<file path="src/sv/bnb_pkg.sv">
// Package for the batch-norm backward block: field widths, action and
// register codes, and the item types shared between the modules.
// No dependencies.
`timescale 1ns / 1ps
`default_nettype none

package bnb_pkg;

   localparam int ACTION_W  = 2;
   localparam int ROW_W     = 6;
   localparam int COL_W     = 6;
   localparam int VAL_W     = 16;
   localparam int INVDEV_W  = 15;
   localparam int CFG_W     = 7;
   localparam int CSR_IDX_W = 2;
   localparam int GSUM_W    = 40;
   localparam int GNSUM_W   = 48;
   localparam int GRAD_W    = 32;

   localparam logic [ACTION_W-1:0] ACT_SET  = 2'd0;
   localparam logic [ACTION_W-1:0] ACT_LOAD = 2'd1;
   localparam logic [ACTION_W-1:0] ACT_READ = 2'd2;

   localparam logic [CSR_IDX_W-1:0] CSR_BATCH_ROWS   = 2'd0;
   localparam logic [CSR_IDX_W-1:0] CSR_FEATURE_COLS = 2'd1;

   localparam logic [CFG_W-1:0] BATCH_ROWS_RST   = 7'd64;
   localparam logic [CFG_W-1:0] FEATURE_COLS_RST = 7'd64;

   typedef struct packed {
      logic [ACTION_W-1:0]    action;
      logic [ROW_W-1:0]       row;
      logic [COL_W-1:0]       column;
      logic signed [VAL_W-1:0] grad_in;
      logic signed [VAL_W-1:0] norm_in;
      logic signed [VAL_W-1:0] scale_in;
      logic [INVDEV_W-1:0]    inv_dev_in;
   } bnb_req_type;

   typedef struct packed {
      logic signed [VAL_W-1:0] grad_out;
      logic [ROW_W-1:0]        out_row;
      logic [COL_W-1:0]        out_col;
      logic                    clipped;
   } bnb_rsp_type;

   // Head of the command queue as seen by the back end.
   typedef struct packed {
      logic        valid;
      bnb_req_type item;
   } bnb_queue_type;

endpackage

`default_nettype wire

</file>
<file path="src/sv/bnb_front.sv">
// Front end: configuration registers, item filtering and a two-entry
// command queue toward the back end. Depends on bnb_pkg.
`timescale 1ns / 1ps
`default_nettype none

module bnb_front
   import bnb_pkg::*;
#(
   parameter int MAX_ROWS = 64,
   parameter int MAX_COLS = 64
) (
   input  wire logic                 clock,
   input  wire logic                 reset,
   input  wire logic                 req_valid,
   output      logic                 req_stall,
   input  wire bnb_req_type          req_data,
   input  wire logic                 csr_valid,
   output      logic                 csr_ready,
   input  wire logic [CSR_IDX_W-1:0] csr_index,
   input  wire logic [CFG_W-1:0]     csr_wdata,
   output      bnb_queue_type        q_head,
   input  wire logic                 q_pop,
   output      logic [CFG_W-1:0]     batch_n
);

   logic [CFG_W-1:0] rows_ff, rows_in;
   logic [CFG_W-1:0] cols_ff, cols_in;

   bnb_req_type q_mem_ff [2];
   logic        wr_ptr_ff, wr_ptr_in;
   logic        rd_ptr_ff, rd_ptr_in;
   logic [1:0]  count_ff, count_in;

   logic accept, keep, push;

   // Writes are taken on any cycle outside reset.
   assign csr_ready = !reset;

   // Register writes.
   always_comb begin
      rows_in = rows_ff;
      cols_in = cols_ff;
      if (csr_valid) begin
         if (csr_index == CSR_BATCH_ROWS) rows_in = csr_wdata;
         if (csr_index == CSR_FEATURE_COLS) cols_in = csr_wdata;
      end
   end

   // A zero row count gives a batch size of one.
   assign batch_n = (rows_ff == '0) ? CFG_W'(1) : rows_ff;

   // Decide whether an item has any effect.
   always_comb begin
      keep = 1'b1;
      if ({1'b0, req_data.column} >= cols_ff || 32'(req_data.column) >= MAX_COLS)
         keep = 1'b0;
      else if (req_data.action != ACT_SET) begin
         if (req_data.action != ACT_LOAD && req_data.action != ACT_READ)
            keep = 1'b0;
         else if ({1'b0, req_data.row} >= rows_ff || 32'(req_data.row) >= MAX_ROWS)
            keep = 1'b0;
      end
   end

   // Hold off items while the queue is full or the block is in reset.
   assign req_stall = reset || (count_ff == 2'd2);
   assign accept    = req_valid && !req_stall;
   assign push      = accept && keep;

   always_comb begin
      wr_ptr_in = push ? ~wr_ptr_ff : wr_ptr_ff;
      rd_ptr_in = q_pop ? ~rd_ptr_ff : rd_ptr_ff;
      count_in  = count_ff + {1'b0, push} - {1'b0, q_pop};
   end

   assign q_head.valid = (count_ff != 2'd0);
   assign q_head.item  = q_mem_ff[rd_ptr_ff];

   // Queue storage.
   always_ff @(posedge clock) begin
      if (push) q_mem_ff[wr_ptr_ff] <= req_data;
   end

   always_ff @(posedge clock) begin
      if (reset) begin
         rows_ff   <= BATCH_ROWS_RST;
         cols_ff   <= FEATURE_COLS_RST;
         wr_ptr_ff <= 1'b0;
         rd_ptr_ff <= 1'b0;
         count_ff  <= 2'd0;
      end else begin
         rows_ff   <= rows_in;
         cols_ff   <= cols_in;
         wr_ptr_ff <= wr_ptr_in;
         rd_ptr_ff <= rd_ptr_in;
         count_ff  <= count_in;
      end
   end

endmodule

`default_nettype wire

</file>
<file path="config.mk">
export PLATFORM = sky130hd
export DESIGN_NAME = bnb_front
export DESIGN_NICKNAME = d
export VERILOG_FILES = /design/src/sv/bnb_pkg.sv /design/src/sv/bnb_front.sv
export SDC_FILE = /design/constraint.sdc
export NUM_CORES = 1
export LEC_CHECK = 0
export ABC_AREA = 0
export BUFFER_PORTS_ARGS = -buffer_cell sky130_fd_sc_hd__buf_2
export CAP_MARGIN = 20
export CORE_MARGIN = 1
export CORE_UTILIZATION = 52
export CTS_CLUSTER_DIAMETER = 100
export DETAILED_ROUTE_END_ITERATION = 7
export GPL_ROUTABILITY_DRIVEN = 0
export GPL_TIMING_DRIVEN = 0
export MAX_ROUTING_LAYER = met4
export PLACE_DENSITY = 0.79
export SKIP_CTS_REPAIR_TIMING = 1
export SLEW_MARGIN = 40
export SYNTH_ARGS = -nofsm -noshare
export SYNTH_HDL_FRONTEND = slang
export SYNTH_SLANG_ARGS = --single-unit
</file>
<file path="constraint.sdc">
create_clock -name clock -period 7.4 [get_ports clock]
set_input_delay 1.11 -clock clock [delete_from_list [all_inputs] [get_ports clock]]
set_output_delay 1.11 -clock clock [all_outputs]
set_load 0.05 [all_outputs]
</file>
# After elaboration in Yosys (flattened, before gate mapping)

Memories as Yosys holds them, arrays and structs flattened. A register that Yosys moved wholly into a read port is not among the register bits.
Index checks and enable logic that the tools add are counted.

Flip-flop bits (word level): 18
Memory bits (writable): 154
Memories kept: 1

$add $sub $neg: 2
Order comparisons: 2
Eq/ne operators: 4
Multiplexer cells: 9
Bitwise operators: 2
Reductions and logical operators: 12

Memory list:

| name     | words | width | read ports | clocked after Yosys merged registers in | write ports | line            | text |
|---|---|---|---|---|---|---|---|
| q_mem_ff | 2     | 77    | 1          | 1                                       | 1           | bnb_front.sv:29 | `bnb_req_type q_mem_ff [2];` |

Operator list:

| cell                                                   | number |
|---|---|
| >= comparator 6 x 7 -> 1 bit                           | 2 |
| 2-to-1 mux 1 bit                                       | 8 |
| logical NOT 7 bit                                      | 1 |
| 2-to-1 mux 7 bit                                       | 1 |
| AND reduction 2 bit                                    | 2 |
| nonzero test 2 bit                                     | 2 |
| logical AND 1 bit                                      | 3 |
| adder 2 x 1 -> 2 bit                                   | 1 |
| == test 2 x 1 -> 1 bit (second input constant)         | 1 |
| == test 2 bit (second input constant)                  | 1 |
| logical NOT 1 bit                                      | 2 |
| logical NOT 2 bit                                      | 1 |
| inequality test 2 x 1 -> 1 bit (second input constant) | 1 |
| inequality test 2 bit (second input constant)          | 1 |
| inverter 1 bit                                         | 2 |
| subtractor 2 x 1 -> 2 bit                              | 1 |
| logical OR 1 bit                                       | 1 |

# Depth between registers and ports, before layout

Word-level depth: 8
Mapped depth: 13

# Worst setup path after synthesis

Ideal clock, no wire load.

Path kind: input to register
Start: input port reset
End: memory q_mem_ff[0][0] (netlist name), enable pin
Library setup time: 0.515 ns
Arrival time: 5.697 ns
Data required time: 6.885 ns
Setup slack: 1.188 ns
Stages on the path: 7
Buffers on the path: 2
Cell sequence: buf_6 -> clkinv_2 -> o21ai_2 -> a211oi_1 -> or4b_4 -> buf_6 -> nor2_1

Longest elaborated chain between the ends: 6

Ends and longest elaborated chain:

| element                                | line            | text |
|---|---|---|
| from (decl)                            | bnb_front.sv:13 | `input wire logic reset,` |
| logical OR 1 bit                       | bnb_front.sv:66 | `assign req_stall = reset \|\| (count_ff == 2'd2);` |
| net req_stall                          | bnb_front.sv:15 | `output logic req_stall,` |
| logical NOT 1 bit                      | bnb_front.sv:67 | `assign accept = req_valid && !req_stall;` |
| logical AND 1 bit                      | bnb_front.sv:67 |  |
| logical AND 1 bit                      | bnb_front.sv:68 | `assign push = accept && keep;` |
| 2-to-1 mux 1 bit                       | bnb_front.sv:81 | `if (push) q_mem_ff[wr_ptr_ff] <= req_data;` |
| 2-to-1 mux 1 bit (implied by the code) | bnb_front.sv:81 |  |
| to (decl)                              | bnb_front.sv:29 |  |

The timed path passes the listed nets, and every way through them passes these cells.

==> run metrics <==
Layout fillers 880; Final ANT Viol Nets 0; WL met2 6370 um; R2R Path Start rows_ff[5]$_SDFFE_PP0P_; drt wl/cell 16.6 um; yosys warns 0; die width 115 um; max incr delay on CP 0.50 ns; Tot GR Track Use 0.201; Worst setup EP type primary output; largest net degree at the start of global routing 21; critical path required time 6.29 ns; minimum clock period after layout 3.54 ns; Peak VDD IR 147 uV; Worst Hold Class flop to flop; Int Power 1650 uW; commonest non-fill, non-tap cell in the layout buf_2; CP max stage cell buf_1; H-tree Lvls 4; 1st-iter DRT viols 276; mapped cell area 6670 um2; core area 12,600 um2; crit path DAT 2.43 ns; maximum buffer depth of the clock tree 2; Crit Path Max Fanout 10; most frequent cells in the layout 179 x buf_2, 154 x edfxtp_1, 77 x mux2_2; fmax 0.283 GHz; CTS sink cnt 173; DP Area 7950 um2; Startpoint Class flop; RSZ-0062 raised after global routing no; Hold Path End cols_ff[6]$_SDFFE_PP1P_; global route overflow 0; Hold Crit Start cols_ff[6]$_SDFFE_PP1P_; status finished clean; Seq pwr share 0.491; first-pass GRT wire length 18,700 um; clock latency on the worst-skew pair 0.42 ns; I/O Buffers 176; Switch Pwr 633 uW; Worst-Margin Slew 0.592 ns; initial core utilization 0.531; R2R cell count 10; final setup vio count 0; Final Cycle Share 0.478; Die ar. 13,300 um2; Final Hold Vio Count 0; initial antenna violation count 1; EDFF count, synth 154; Seq/Total Area, Yosys 0.750; Buf+Inv Stages, Crit Path 4; worst hold path depth 2; Largest delay share family, worst path buffers and inverters; vias 3,792; layout cells sized above 1 0.520; synthesized instance count 374; leakage 0.00325 uW; Post-DP HPWL 9130 um; Post-synth top flop edfxtp_1; CP cell instances clkbuf_1 -> buf_1 -> buf_2 -> mux2_2 -> buf_2; wl on met1 5110 um; #FFs+latches synth 173; Post-Layout Inst Area 8480 um2; Combinational Power Share 0.165; Slew Viols, Final 0; vias in the first global route 3,827; Final Net Count 683; drt total wl 12,600 um; Placed Cells incl. Taps 730; Clock Skew 0.00585 ns; CTS tree done; Rows 41; Switching Fraction 0.277; Area growth, synth to finish 27.2%; DRC 0; CP dominant cell by count buf_2; classification of the worst setup path flop to primary output; Unique masters post-synth 33; Max Cap Viol 0; TritonRoute pass-1 iters 4; Rel. slew slack 0.606; CTS clock-pin slew for the worst setup and hold paths 0.06 ns; fin cells 763; FF-to-FF setup slack 4.47 ns; Mean Syn Cell Area 17.8 um2; clock share of power 0.344; Post-synth ARST share 0; Reg-to-Reg End q_mem_ff[1][55]$_DFFE_PP_; I/O pin total 178; PD cells 270 nW/um2; DR WL met3 920 um; via/cell ratio 4.97; Syn Nets 480; DR top layer met4; height of the die 115 um; CTS Root Cell clkbuf_16; CTS buffer count 17
==> through the flow <==
step | TNS (ns) | setup slack, ns | util | hold WS [ns] | total power [uW]
floorplan | 0 | 1.19 | - | 0.450 | 1420
global placement | -95.55 | -0.679 | 0.618 | 0.462 | 1510
detailed placement | 0 | 3.60 | 0.633 | 0.488 | 1520
CTS | 0 | 3.74 | 0.675 | 0.502 | 2310
global route | 0 | 3.69 | 0.675 | 0.527 | 2370
finish | 0 | 3.86 | 0.675 | 0.503 | 2290
==> per-layer routing <==
metal  vias up  track usage
met2       133        0.333
met3        20       0.0669
met4         0       0.0883
met1      1831        0.221
li1       1808            -
met5         -            -
==> Yosys cell counts (5+ instances only) <==
| cell | count | area [um2] |
|---|---|---|
| ha_1 | 15 | 188 |
| a21oi_1 | 8 | 40.0 |
| edfxtp_1 | 154 | 4620 |
| mux2_2 | 77 | 867 |
| inv_1 | 20 | 75.1 |
| mux2i_1 | 10 | 100 |
| dfxtp_1 | 19 | 380 |
| nor2_1 | 23 | 86.3 |
| buf_1 | 5 | 18.8 |
| clkbuf_1 | 9 | 33.8 |
==> power by group through the flow <==
stage	logic, uW	registers [uW]	clock network [uW]
2_1_floorplan	272	1140	0
3_3_place_gp	358	1150	0
3_5_place_dp	380	1140	0
4_1_cts	382	1120	801
5_1_grt	399	1130	840
6_report	378	1120	786
==> worst max path at each step <==
| stage | start | slack, ns | cells after the start | end |
|---|---|---|---|---|
| after detailed placement | req_data[74] | 3.60 | 10 | q_mem_ff[1][55]$_DFFE_PP_ |
| after global routing | flop | 3.69 | 5 | q_head[66] |
| after floorplan | reset | 1.19 | 7 | q_mem_ff[0][0]$_DFFE_PP_ |
| after global placement | req_data[74] | -0.68 | 8 | q_mem_ff[1][55]$_DFFE_PP_ |
| after CTS | flop | 3.74 | 5 | q_head[75] |
| final | flop | 3.86 | 5 | q_head[67] |
==> flip-flops by register name, indices dropped and copies added, names as in the netlist, named ones only <==
signal / cells
rows_ff: 7
q_mem_ff: 154
rd_ptr_ff: 1
count_ff: 2
cols_ff: 7
wr_ptr_ff: 1
==> final cells by class <==
cell class	count	area, um2	share of cell area
Inverter	21	80.1	0.00944
Multi-Input combinational cell	160	1500	0.177
Tap cell	172	215	0.0254
Clock buffer	17	425	0.0502
Clock inverter	15	103	0.0121
Antenna cell	1	2.50	0.000295
Buffer	20	98.8	0.0117
Sequential cell	173	5000	0.590
Timing Repair Buffer	184	1050	0.124
==> worst min-delay path, cell delays in order (launching register included) <==
cell and delay, ns:
dfxtp_1 0.34, mux2i_1 0.08, nand2_1 0.06
==> kinds of logic after synthesis <==
logic type	after synthesis	synth area share
buffers and inverters	41	0.0268
AO/OA/AOI/OAI	18	0.0174
adder cells (fa/ha/maj)	15	0.0281
AND/OR/NAND/NOR	37	0.0281
flip-flops	173	0.750
multiplexers	87	0.145
XOR/XNOR	3	0.00394
(Power assumes the default switching activity.)
